File: config.mk
export PLATFORM = sky130hd
export DESIGN_NAME = udp_payload_signature_classifier_top
export DESIGN_NICKNAME = d
export VERILOG_FILES = /design/src/upsc_pkg.sv /design/src/upsc_rules.sv /design/src/udp_payload_signature_classifier_top.sv
export SDC_FILE = /design/constraint.sdc
export NUM_CORES = 1
export LEC_CHECK = 0
export ABC_AREA = 1
export CAP_MARGIN = 20
export CORE_MARGIN = 1.5
export CORE_UTILIZATION = 60
export CTS_CLUSTER_DIAMETER = 30
export CTS_CLUSTER_SIZE = 28
export DETAILED_ROUTE_END_ITERATION = 6
export DONT_BUFFER_PORTS = 1
export PLACE_DENSITY = 0.78
export SETUP_SLACK_MARGIN = 0.5
export SLEW_MARGIN = 20
export SYNTH_ARGS = -nofsm -noshare
export SYNTH_HDL_FRONTEND = slang
export SYNTH_SLANG_ARGS = --single-unit
export TNS_END_PERCENT = 50
File: constraint.sdc
create_clock -name clk -period 7 [get_ports clk]
set_clock_uncertainty 0.1 [all_clocks]
set_input_delay 1.05 -clock clk [delete_from_list [all_inputs] [get_ports clk]]
set_output_delay 1.05 -clock clk [all_outputs]
set_load 0.02 [all_outputs]
File: src/upsc_pkg.sv
// ----------------------------------------------------------------------------
// upsc_pkg
// Shared types and action codes for the udp payload signature classifier.
// ----------------------------------------------------------------------------
`default_nettype none

package upsc_pkg;

  typedef struct packed {
    logic       is_udp;
    logic       has_byte;
    logic [7:0] data_byte;
    logic       last_byte;
  } upsc_in_t;

  typedef struct packed {
    logic       excluded;
    logic       detected;
    logic [7:0] action_code;
  } upsc_out_t;

  // per-packet flags handed from the byte tracker to the rule check
  typedef struct packed {
    logic [7:0] first_byte;
    logic       second_byte_large;
    logic       offset3_bad;
    logic       offset8_bad;
    logic       tick_field_bad;
    logic       udp_seen;
  } upsc_flags_t;

  localparam logic [7:0] ACT_T0  = 8'd0;
  localparam logic [7:0] ACT_T1  = 8'd1;
  localparam logic [7:0] ACT_T2  = 8'd2;
  localparam logic [7:0] ACT_T3  = 8'd3;
  localparam logic [7:0] ACT_T4  = 8'd4;
  localparam logic [7:0] ACT_T5  = 8'd5;
  localparam logic [7:0] ACT_T6  = 8'd6;
  localparam logic [7:0] ACT_T7  = 8'd7;
  localparam logic [7:0] ACT_T8  = 8'd8;
  localparam logic [7:0] ACT_T9  = 8'd9;
  localparam logic [7:0] ACT_TFF = 8'd255;

  localparam logic [7:0] SECOND_BYTE_MAX = 8'd15;
  localparam logic [7:0] TICK_MAX        = 8'd8;

  // a flag byte is good only when it is 0, 1, 16 or 17
  function automatic logic flag_value_bad(input logic [7:0] b);
    flag_value_bad = !((b == 8'd0) || (b == 8'd1) || (b == 8'd16) || (b == 8'd17));
  endfunction

endpackage

`default_nettype wire

File: src/upsc_rules.sv
// ----------------------------------------------------------------------------
// upsc_rules
// Per-action length and field rules, applied at the end of a packet.
// ----------------------------------------------------------------------------
`default_nettype none

module upsc_rules #(
  parameter int COUNT_WIDTH = 16
) (
  input  wire logic [COUNT_WIDTH-1:0] len,
  input  wire upsc_pkg::upsc_flags_t  flags,
  output upsc_pkg::upsc_out_t         res
);
  import upsc_pkg::*;

  logic len_gt1;
  logic len_gt2;
  logic len_gt3;
  logic bad3;
  logic excl;
  logic det;
  logic [7:0] code;

  assign len_gt1 = len > COUNT_WIDTH'(1);
  assign len_gt2 = len > COUNT_WIDTH'(2);
  assign len_gt3 = len > COUNT_WIDTH'(3);
  assign bad3    = len_gt3 && flags.offset3_bad;

  always_comb begin
    excl = 1'b0;
    det  = 1'b0;
    code = flags.first_byte;
    if (!flags.udp_seen || (len == '0)) begin
      excl = 1'b1;
      code = 8'd0;
    end else begin
      unique case (flags.first_byte) inside
        ACT_T0: begin
          excl = len_gt1;
        end
        ACT_T1: begin
          excl = len_gt1;
          det  = !len_gt1;
        end
        ACT_T2: begin
          if (len[1:0] != 2'd1) begin
            excl = 1'b1;
          end else begin
            excl = flags.tick_field_bad;
            det  = 1'b1;
          end
        end
        ACT_T3: begin
          excl = len_gt2;
        end
        ACT_T4, ACT_T5: begin
          if ((len != COUNT_WIDTH'(10)) && (len != COUNT_WIDTH'(75))) begin
            excl = 1'b1;
          end else if (flags.offset8_bad) begin
            excl = 1'b1;
          end else begin
            det = 1'b1;
          end
        end
        ACT_T6: begin
          excl = len != COUNT_WIDTH'(7);
        end
        ACT_T7: begin
          excl = len != COUNT_WIDTH'(3);
        end
        ACT_T8: begin
          if (len[1:0] != 2'd3) begin
            excl = 1'b1;
          end else if (bad3) begin
            excl = 1'b1;
          end else begin
            det = 1'b1;
          end
        end
        ACT_T9: begin
          excl = ((len != COUNT_WIDTH'(3)) && (len != COUNT_WIDTH'(71))) || bad3;
          det  = !bad3;
        end
        ACT_TFF: begin
          if (len != COUNT_WIDTH'(2)) begin
            excl = 1'b1;
          end else if (flags.second_byte_large) begin
            excl = 1'b1;
          end else begin
            det = 1'b1;
          end
        end
        default: begin
          excl = 1'b0;
          det  = 1'b0;
        end
      endcase
    end
  end

  assign res = '{excluded: excl, detected: det, action_code: code};

endmodule

`default_nettype wire

File: src/udp_payload_signature_classifier_top.sv
// datapath: from item accept to result valid an item passes the input register, then the result register
// throughput: one item per cycle; stalls only when a last item meets a full result
//   register that is not being taken
// reset: synchronous rst clears the input and result valid bits, the byte count and
//   all per-packet flags
// ----------------------------------------------------------------------------
// udp_payload_signature_classifier_top
// Byte-serial udp payload classifier giving excluded and detected flags per packet.
// ----------------------------------------------------------------------------
`default_nettype none

module udp_payload_signature_classifier_top #(
  parameter int COUNT_WIDTH = 16
) (
  input  wire logic           clk,
  input  wire logic           rst,
  input  wire logic           item_valid,
  output logic                item_ready,
  input  wire upsc_pkg::upsc_in_t item,
  output logic                result_valid,
  input  wire logic           result_ready,
  output upsc_pkg::upsc_out_t result
);
  import upsc_pkg::*;

  localparam logic [COUNT_WIDTH-1:0] COUNT_MAX = '1;

  logic                   pend_valid;
  upsc_in_t               pend;
  logic                   advance;
  logic                   out_free;

  logic [COUNT_WIDTH-1:0] count;
  logic [COUNT_WIDTH-1:0] count_next;
  upsc_flags_t            flags;
  upsc_flags_t            flags_next;
  logic                   take;
  upsc_out_t              res_next;

  // input stage moves on unless a last item finds the result register occupied
  assign out_free   = !result_valid || result_ready;
  assign advance    = pend_valid && (!pend.last_byte || out_free);
  assign item_ready = !pend_valid || advance;

  assign take = pend.has_byte && (count != COUNT_MAX);

  always_comb begin
    flags_next = flags;
    count_next = count;
    if (count == '0) begin
      flags_next.udp_seen = pend.is_udp;
    end
    if (take) begin
      if (count == COUNT_WIDTH'(0)) begin
        flags_next.first_byte = pend.data_byte;
      end
      if (count == COUNT_WIDTH'(1)) begin
        flags_next.second_byte_large = pend.data_byte > SECOND_BYTE_MAX;
      end
      if (count == COUNT_WIDTH'(3)) begin
        flags_next.offset3_bad = flag_value_bad(pend.data_byte);
      end
      if (count == COUNT_WIDTH'(8)) begin
        flags_next.offset8_bad = flag_value_bad(pend.data_byte);
      end
      if ((count[1:0] == 2'd3) && (pend.data_byte > TICK_MAX)) begin
        flags_next.tick_field_bad = 1'b1;
      end
      count_next = count + COUNT_WIDTH'(1);
    end
  end

  upsc_rules #(
    .COUNT_WIDTH(COUNT_WIDTH)
  ) u_rules (
    .len   (count_next),
    .flags (flags_next),
    .res   (res_next)
  );

  always_ff @(posedge clk) begin
    if (rst) begin
      pend_valid <= 1'b0;
    end else if (item_ready) begin
      pend_valid <= item_valid;
    end
  end

  always_ff @(posedge clk) begin
    if (item_ready && item_valid) begin
      pend <= item;
    end
  end

  always_ff @(posedge clk) begin
    if (rst) begin
      count <= '0;
      flags <= '0;
    end else if (advance) begin
      if (pend.last_byte) begin
        count <= '0;
        flags <= '0;
      end else begin
        count <= count_next;
        flags <= flags_next;
      end
    end
  end

  always_ff @(posedge clk) begin
    if (rst) begin
      result_valid <= 1'b0;
    end else if (advance && pend.last_byte) begin
      result_valid <= 1'b1;
    end else if (result_ready) begin
      result_valid <= 1'b0;
    end
  end

  always_ff @(posedge clk) begin
    if (advance && pend.last_byte) begin
      result <= res_next;
    end
  end

  // a last item always leaves the tracker cleared for the next packet
  assert property (@(posedge clk) disable iff (rst)
    (advance && pend.last_byte) |=> (count == '0) && (flags == '0))
    else $error("tracker not cleared after last item");

  // a held input item is not overwritten while it waits
  assert property (@(posedge clk) disable iff (rst)
    (pend_valid && !advance) |=> pend_valid && $stable(pend))
    else $error("held item lost");

  // a non-udp or empty packet reports excluded with a zero code
  assert property (@(posedge clk) disable iff (rst)
    (advance && pend.last_byte && (!flags_next.udp_seen || (count_next == '0)))
    |=> result.excluded && !result.detected && (result.action_code == 8'd0))
    else $error("non-udp or empty packet misreported");

  // the byte count never moves while the input stage is empty
  assert property (@(posedge clk) disable iff (rst)
    !pend_valid |=> $stable(count))
    else $error("count changed without an item");

endmodule

`default_nettype wire
==> flow_summary.toml, run 1 <==
[status]
status = "complete, no violations"

[timing]
fmax_mhz = 334.9
setup_viol = 0
drv_slew = 0
max-slew-margin-rel = 0.5524
worst_slew_pin_slew_ps = 669.8
finalWorstSetupSlack_ps = 4014
tns_ps = 0
grt_setup_unrepaired = "no"
period_share = 0.4265
hold_viol_final = 0
min_period_ps = 2986

[setup_path]
cp-start-kind = "flop"
critPathLaunch = "count[0]"
worst_path_max_delay_cell = "nor2_4"
crit_chain = "ha_1 > inv_1 > nor2_2 > nand2_2 > nor2_2 > nor2_4 > nand2_1 > nand2_1 > nand2_1 > nor2_1 > nand3_2 > nor2_2 > nor2_1 > nand2_1 > nand2_1 > nor2_1 > nand3_1"
worst-path-buf-inv = 1
cp-end-kind = "flop"
rrSetupSlack_ps = 4010
arrival_ps = 2970
cp_data_required_time_ps = 6980
path_class = "flop to flop"
max_stage_delay_ps = 510
crit_family = "simple AND/OR/NAND/NOR gates"
crit_fanout = 29
crit_path_frequent_cell = "nand2_1"
r2r_start = "count[0]"

[synth]
synth_cells = 537
synth_top_family_by_area = "simple AND/OR/NAND/NOR gates"
syn_avg_cell_area_um2 = 6.345
synth_seq_cells = 52
yosys.area_share.adder = 0.01102
ys_seq_area_frac = 0.3672
synth-simple-area-share = 0.4407
synth_area_um2 = 3407
synth.net_count = 555
synthXorXnorAreaFrac = 0.01028
synth_compound_area_frac = 0.07382
yosysUniqueCellTypes = 31
muxShareOfSynthArea = 0.002938
ys.warnings.count = 0

[grt]
grt_pass1_vias = 2738
grt_overflow = 0
antenna_found_initial = 0
grt_max_degree = 32
grt_pass1_wl_um = 12460
grtUsageTotal = 0.2573

[power_and_ir_drop]
pwr_density_cell_nw_per_um2 = 172.6
total_power_mw = 0.6087
peakVddDrop_v = 0.0001460
leakage_nw = 1.542

[finish]
antenna-diode-count = 0
syn_to_final_growth_pct = 3.525
num-fill-cells = 507
final_cell_mix = "nand2_1 (216), inv_1 (61), nor2_1 (56)"
nets = 549
drive_gt1_frac = 0.07895
mostFrequentLayoutCell = "nand2_1"

[job]
cap_violations = 0

[floorplanning]
core_region_area_um2 = 5507
die_w_um = 78.36
fp.dieH_um = 78.36
ios = 27
dieArea_um2 = 6140
initial_core_util = 0.6187
num_rows = 27

[clocking]
cts.clk_slew.worst_paths_ps = 110
post_cts_resize_count = 0
clock_latency_ps = 320
cts_tree = "yes"
cts_root_buffer = "clkbuf_8"
clock-sinks = 52
post-cts-setup-buffers = 0
cts_buffers = 5
cts_buffer_depth = 2
postCtsHoldBufs = 0
h-tree-depth = 2

[detailed_routing]
post_drt_wl_per_cell_um = 12.51
ant_nets = 0
vias_per_cell = 5.258
num_vias = 3176
drt_iter0_markers = 257
drc = 0
finalWirelength_um = 7558
dr.pass1.iters = 5

[placement]
gp_congestion = 0.9251
port_buffers = 0
dp_hpwl_um = 5433
pre_cts_slack_ps = 3689

[worst_hold_path]
min_from = "flags[5]"
hold_class = "flop to flop"
==> Yosys cell counts <==
master	n	area share
nand2_1	217	0.24
inv_1	61	0.067
nor2_1	57	0.063
nand3_1	36	0.053
a21oi_1	34	0.050
dfxtp_1	31	0.18
edfxtp_1	21	0.19
nor2_2	13	0.024
clkbuf_1	8	0.0088
nand4_1	8	0.015
nand2_2	7	0.013
nor3_1	6	0.0088
o21ai_0	6	0.0088
xor2_1	4	0.010
buf_6	3	0.0099
ha_1	3	0.011
nand2_4	3	0.0099
o21ai_2	3	0.0077
buf_4	2	0.0044
nand3b_1	2	0.0044
nor4_1	2	0.0037
a21oi_2	1	0.0026
a2bb2oi_1	1	0.0026
buf_2	1	0.0015
clkinv_1	1	0.0011
inv_2	1	0.0011
mux2i_1	1	0.0029
nand3_2	1	0.0029
nor3_2	1	0.0029
o21bai_1	1	0.0022
or2_2	1	0.0018
==> worst min-delay path, stage by stage, from the launching register on <==
cell and delay [ps]:
dfxtp_1 320, nand2_1 60, a21oi_1 60
==> layer usage <==
layer  track usage  vias up  wire, um
met5             0        -         0
met4       0.09643        0       148
met3       0.05116       18       603
met2        0.3957      115      3311
met1        0.3582     1370      3495
li1              -     1673         -
==> worst paths after layout <==
check / end / cells past startpoint
min: flags[5] / 2
max reg2reg: result[9] / 17
max: result[9] / 17
min reg2reg: flags[5] / 2
==> per-stage QoR <==
| stage | util | hold slack (ps) | area, um2 | std cells |
|---|---|---|---|---|
| final | 0.6405 | 367.4 | 3527 | 604 |
| after floorplan | - | 345.3 | 3407 | 537 |
| after global routing | 0.6405 | 384.8 | 3527 | 604 |
| after detailed placement | 0.6217 | 351.9 | 3423 | 596 |
| after CTS | 0.6392 | 367.1 | 3520 | 604 |
| after global placement | 0.6217 | 346.3 | 3423 | 596 |
==> cells by family (layout without fill, tap and decap cells) <==
family	after synthesis	in the layout
adders and majority gates	3	3
AOI/OAI and AO/OA	46	46
buffers and inverters	77	72
muxes	1	1
xor gates and xnor gates	4	4
DFF	52	52
and+or+nand+nor	354	354
==> flip-flops by register name (all words and copies together) (netlist names) <==
| signal | flops |
|---|---|
| flags | 13 |
| count | 16 |
| pend | 11 |
| pend_valid | 1 |
| result | 10 |
| result_valid | 1 |
==> layout make-up <==
| cell class | count | area, um2 | area share |
|---|---|---|---|
| multi-input combinational | 408 | 1846 | 0.5232 |
| clock buffer | 5 | 68.82 | 0.01951 |
| sequential | 52 | 1251 | 0.3547 |
| tap | 72 | 90.09 | 0.02554 |
| clock inverter | 3 | 27.53 | 0.007804 |
| inverter | 63 | 236.5 | 0.06705 |
| timing repair buffer | 1 | 7.507 | 0.002128 |
==> power by group <==
part           internal (mW)  switching, mW
clock network         0.0737          0.114
logic                 0.0245         0.0630
registers              0.325        0.00869
Power figures use the tool's default switching activity.
==> run 2: changes to the inputs <==
Settings changed: ABC_AREA 1 to 0, CORE_UTILIZATION 60 to 57, PLACE_DENSITY 0.78 to 0.77.
Clock period 7 ns to 2.6 ns, I/O delays scaled along.
==> flow_summary.toml, run 2 <==
[status]
status = "complete, but fails checks"
violations = "negative setup slack"

[synth]
synth_edf_count = 21
synth_area_um2 = 3187
ys_seq_area_frac = 0.3926
synth_cells = 372
synth.most_common_cell = "nor2_1"
yosys.area.top_type = "edfxtp_1"
synth_area_leaders = "edfxtp_1 (20%), dfxtp_1 (19%), nor2_1 (7.2%)"
synth_seq_cells = 52
synth.net_count = 390
syn_avg_cell_area_um2 = 8.567
yosysUniqueCellTypes = 56
async_reset_ff_frac = 0
ys.warnings.count = 0
synth_commonest_cells = "nor2_1 (61), dfxtp_1 (31), a21oi_1 (22)"
netlist.area_leader.share = 0.1979
ys.flop_type = "dfxtp_1"

[finish]
syn_to_final_growth_pct = 25.32
final_cell_mix = "nor2_1 (54), buf_4 (51), a21oi_1 (21), edfxtp_1 (21)"
fin_area_um2 = 3994
largest_reg_flops = 16
reg.largest.list = "count (16), flags (13), pend (11)"
utilization = 0.7343
drive_gt1_frac = 0.3107
nets = 429
top_register = "count"
num-fill-cells = 380
antenna-diode-count = 0
mostFrequentLayoutCell = "nor2_1"

[setup_path]
cp-end-kind = "flop"
rrSetupSlack_ps = -50
arrival_ps = 2630
path_class = "flop to flop"
reg2reg_to = "result[6]"
cp.depth = 9
r2r_start = "pend[9]"
crit_fanout = 8
cp-start-kind = "flop"
worst_path_max_delay_cell = "or4_4"
max_stage_delay_ps = 560
crit_family = "simple AND/OR/NAND/NOR gates"
crit_chain = "and2_4 > nand3_2 > buf_4 > and2_1 > o2111ai_4 > or4_4 > o21bai_4 > buf_12 > nor2_1"
rr_worst_depth = 9
cp_data_required_time_ps = 2570
worst-path-buf-inv = 2

[grt]
grt_pass1_wl_um = 13330
antenna_found_initial = 0
met1_usage = 0.4128
grt_pass1_vias = 2693
grtUsageMet3 = 0.05059
grt_overflow = 0
grt_max_degree = 32
grtUsageTotal = 0.2789
use_met2 = 0.4200
grt.busiest_layer = "met2"

[timing]
min_period_ps = 2654
grt_setup_unrepaired = "yes"
whs_ps = 31.17
fmax_mhz = 376.7
drv_slew = 0
hold_viol_final = 0
period_share = 1.021
max-slew-margin-rel = 0.5964
worst_slew_pin_slew_ps = 599.0
finalWorstSetupSlack_ps = -54.44
setup_viol = 10

[power_and_ir_drop]
p_int_mw = 1.231
leakage_nw = 1.457
p_switching_mw = 0.4055
seqPwrFrac = 0.547
comb_power_share = 0.102
pwr-share-clk = 0.352
switching_share = 0.2479
peakVddDrop_v = 0.0004270
pwr_density_cell_nw_per_um2 = 409.6

[clocking]
clock-sinks = 52
cts_root_buffer = "clkbuf_8"
cts_buffer_depth = 2
cts_buffers = 5
cts_tree = "yes"
h-tree-depth = 2
clock_latency_ps = 310
cts.clk_slew.worst_paths_ps = 110
postCtsHoldBufs = 0

[floorplanning]
die_w_um = 77.77
dieArea_um2 = 6048
fp.dieH_um = 77.77
ios = 27
num_rows = 27
core_region_area_um2 = 5439
initial_core_util = 0.5859

[worst_hold_path]
min_path_cells = 1
min_from = "rst"
hold_path_end = "count[13]"
hold_class = "primary input to flop"

[job]
cap_violations = 0

[detailed_routing]
post_drt_wl_per_cell_um = 18.16
vias_per_cell = 6.452
finalWirelength_um = 8791
ant_nets = 0
dr.pass1.iters = 5
drc = 0
drt_iter0_markers = 395
num_vias = 3123

[placement]
postPlaceCellArea_um2 = 3588
gp_congestion = 0.9656
port_buffers = 0
dp_hpwl_um = 5928
run 2: cell count changes after synthesis, moves of 7 or more:
| cell | before | now |
|---|---|---|
| o21ai_0 | 6 | 15 |
| nor2b_1 | 0 | 7 |
| a21oi_1 | 34 | 22 |
| nor3_1 | 6 | 18 |
| nand3_1 | 36 | 13 |
| nand2_2 | 7 | 0 |
| mux2i_1 | 1 | 17 |
| nand2_1 | 217 | 19 |
| nor2_2 | 13 | 0 |
| a22oi_1 | 0 | 14 |
| and3_1 | 0 | 10 |
| inv_1 | 61 | 5 |
run 2: metal layers:
layer,up-vias,wire (um)
met3,16,732
met5,-,0
met2,165,4011
met4,0,144
met1,1477,3903
li1,1465,-
run 2: worst max-delay path by stage:
stage	start	end	slack [ps]
floorplan	count[9]	result[8]	80
global placement	pend[9]	result[6]	-70
detailed placement	count[0]	result[8]	-90
CTS	count[1]	result[8]	20
global route	count[4]	result[9]	-160
finish	pend[9]	result[6]	-50
run 2: timing repair:
item                                    in CTS  in global routing
setup buffers                                4                  5
hold endpoints to repair                     0                  0
endpoints found under the setup margin      13                 28
gates resized for setup                     12                 47
pin swaps                                    3                 11
gates cloned                                 0                  0
run 2: power groups by stage:
stage	clock, mW	combinational (mW)	sequential (mW)
after floorplan	0	0.101	0.905
after global placement	0	0.137	0.912
after detailed placement	0	0.140	0.912
after CTS	0.577	0.145	0.893
after global routing	0.598	0.177	0.897
final	0.576	0.166	0.894
run 2: layout make-up:
class	count	area, um2	area share
clock buffers	6	72.57	0.01817
clock inverters	2	38.79	0.009712
inverters	5	18.77	0.004699
multi-input cells	293	2076	0.5197
flip-flops and latches	52	1272	0.3186
well taps	72	90.09	0.02256
repair buffers	54	425.4	0.1065
run 2: kinds of logic (layout without fill, tap and decap cells):
family | count (synthesis) | in the layout | synth area share
AOI/OAI and AO/OA | 85 | 85 | 0.1806
and+or+nand+nor | 176 | 176 | 0.2811
buffers and inverters | 27 | 67 | 0.04358
DFF | 52 | 52 | 0.3926
muxes | 22 | 22 | 0.07106
adders and majority gates | 3 | 3 | 0.01178
xor gates and xnor gates | 7 | 7 | 0.01924
run 2: worst register-to-register path: cells and delay by family, from the launching register on:
family,cells,cell delay [ps]
simple gates,5,1100
flops,1,510
compound gates,2,370
buf+inv,2,330
run 2: stage by stage:
step	setup WS (ps)	instances	total power, mW	TNS, ps
floorplan	83.17	372	1.006	0
global placement	-67.64	467	1.049	-573.3
detailed placement	-86.42	467	1.052	-563.7
CTS	16.46	479	1.615	0
global route	-158.6	484	1.672	-1186
finish	-54.44	484	1.636	-328.1
==> run 3: changes to the inputs <==
Settings changed: CTS_BUF_LIST from default to sky130_fd_sc_hd__clkbuf_16, RECOVER_POWER from default to 50.
==> flow_summary.toml, run 3 (synthesis gave the netlist of run 2 again) <==
[status]
status = "complete, but fails checks"
violations = "negative setup slack"

[job]
cap_violations = 0

[detailed_routing]
num_vias = 3259
ant_nets = 0
maxUsedRoutingLayer = "met4"
wl_met3_um = 1132
wl_met2_um = 4321
vias_per_cell = 6.706
drt_iter0_markers = 446
finalWirelength_um = 9510
drc = 0
met1Wirelength_um = 3831
dr.pass1.iters = 5
post_drt_wl_per_cell_um = 19.57

[power_and_ir_drop]
peakVddDrop_v = 0.0004152
pwr_density_cell_nw_per_um2 = 447.0
leakage_nw = 1.502
total_power_mw = 1.818

[setup_path]
cp_data_required_time_ps = 2530
cp-start-kind = "flop"
arrival_ps = 2640
cp-end-kind = "flop"
crit_fanout = 6
rrSetupSlack_ps = -100
path_class = "flop to flop"

[grt]
grt_pass1_wl_um = 13830
grtUsageTotal = 0.2887
antenna_found_initial = 0
grt_overflow = 0
grt_pass1_vias = 2809
grt_max_degree = 32

[floorplanning]
num_rows = 27
ios = 27
fp.dieH_um = 77.77
die_w_um = 77.77
dieArea_um2 = 6048
core_region_area_um2 = 5439
initial_core_util = 0.5859

[timing]
worst_slew_pin_slew_ps = 673.5
fmax_mhz = 369.9
whs_ps = 49.01
grt_setup_unrepaired = "yes"
finalWorstSetupSlack_ps = -103.1
hold_viol_final = 0
drv_slew = 0
period_share = 1.040
max-slew-margin-rel = 0.5510
setup_viol = 10
min_period_ps = 2703

[clocking]
cts_root_buffer = "clkbuf_16"
clock_latency_ps = 290
cts_buffers = 5
cts.clk_slew.worst_paths_ps = 70
clock-sinks = 52
h-tree-depth = 2
cts_tree = "yes"
cts_buffer_depth = 2

[placement]
gp_congestion = 0.9656
dp_hpwl_um = 5928
port_buffers = 0

[finish]
nets = 431
antenna-diode-count = 0
final_cell_mix = "nor2_1 (54), buf_4 (45), edfxtp_1 (21)"
top_register = "count"
mostFrequentLayoutCell = "nor2_1"
drive_gt1_frac = 0.3140
syn_to_final_growth_pct = 27.64
largest_reg_flops = 16
reg.largest.list = "count (16), flags (13), pend (11)"

[worst_hold_path]
hold_class = "primary input to flop"
run 3: path summary, 6_finish.rpt:
path         startpoint   endpoint  cells after the start
max             pend[9]  result[9]                      9
min                 rst   count[5]                      1
max reg2reg     pend[9]  result[9]                      9
min reg2reg    flags[3]   flags[3]                      2
run 3: layer usage:
layer,global-route usage,vias up
met3,0.06118,36
met4,0.06364,0
li1,-,1473
met1,0.4191,1515
met5,0,-
met2,0.4400,235
run 3: cell type report:
| type | count | area [um2] |
|---|---|---|
| timing repair buffer | 56 | 447.9 |
| tap | 72 | 90.09 |
| multi-input combinational | 293 | 2067 |
| sequential | 52 | 1276 |
| clock buffer | 5 | 125.1 |
| fill | 379 | 1371 |
| inverter | 5 | 18.77 |
| clock inverter | 3 | 42.54 |
run 3: metrics by stage:
stage | cell area (um2) | setup WS (ps) | TNS, ps | utilization | instances
finish | 4068 | -103.1 | -940.2 | 0.7479 | 486
global route | 4068 | -201.2 | -1639 | 0.7479 | 486
CTS | 3850 | 14.57 | 0 | 0.7078 | 478
detailed placement | 3588 | -86.42 | -563.7 | 0.6598 | 467
global placement | 3588 | -67.64 | -573.3 | 0.6598 | 467
floorplan | 3271 | 83.17 | 0 | - | 372
run 3: where the power goes:
part | switching [mW] | leakage (nW) | internal [mW]
sequential | 0.0273 | 0.458 | 0.865
clock | 0.307 | 0.0856 | 0.455
combinational | 0.0918 | 0.959 | 0.0717
total | 0.426 | 1.50 | 1.39
run 3: repair_timing:
action                                  in CTS  in global routing
setup buffers                                3                  8
resized for setup                           18                 50
endpoints found under the setup margin      15                 27
pin swaps                                    4                 12
hold buffers                                 0                  0
gates cloned                                 0                  0
run 3: critical path, stage by stage (launching register included):
cell	delay, ps
edfxtp_1	490
nand4_1	230
nor4_4	260
xor2_1	130
or3_4	370
nor4_2	330
buf_4	170
a21oi_1	60
o211ai_1	180
nand4_1	110
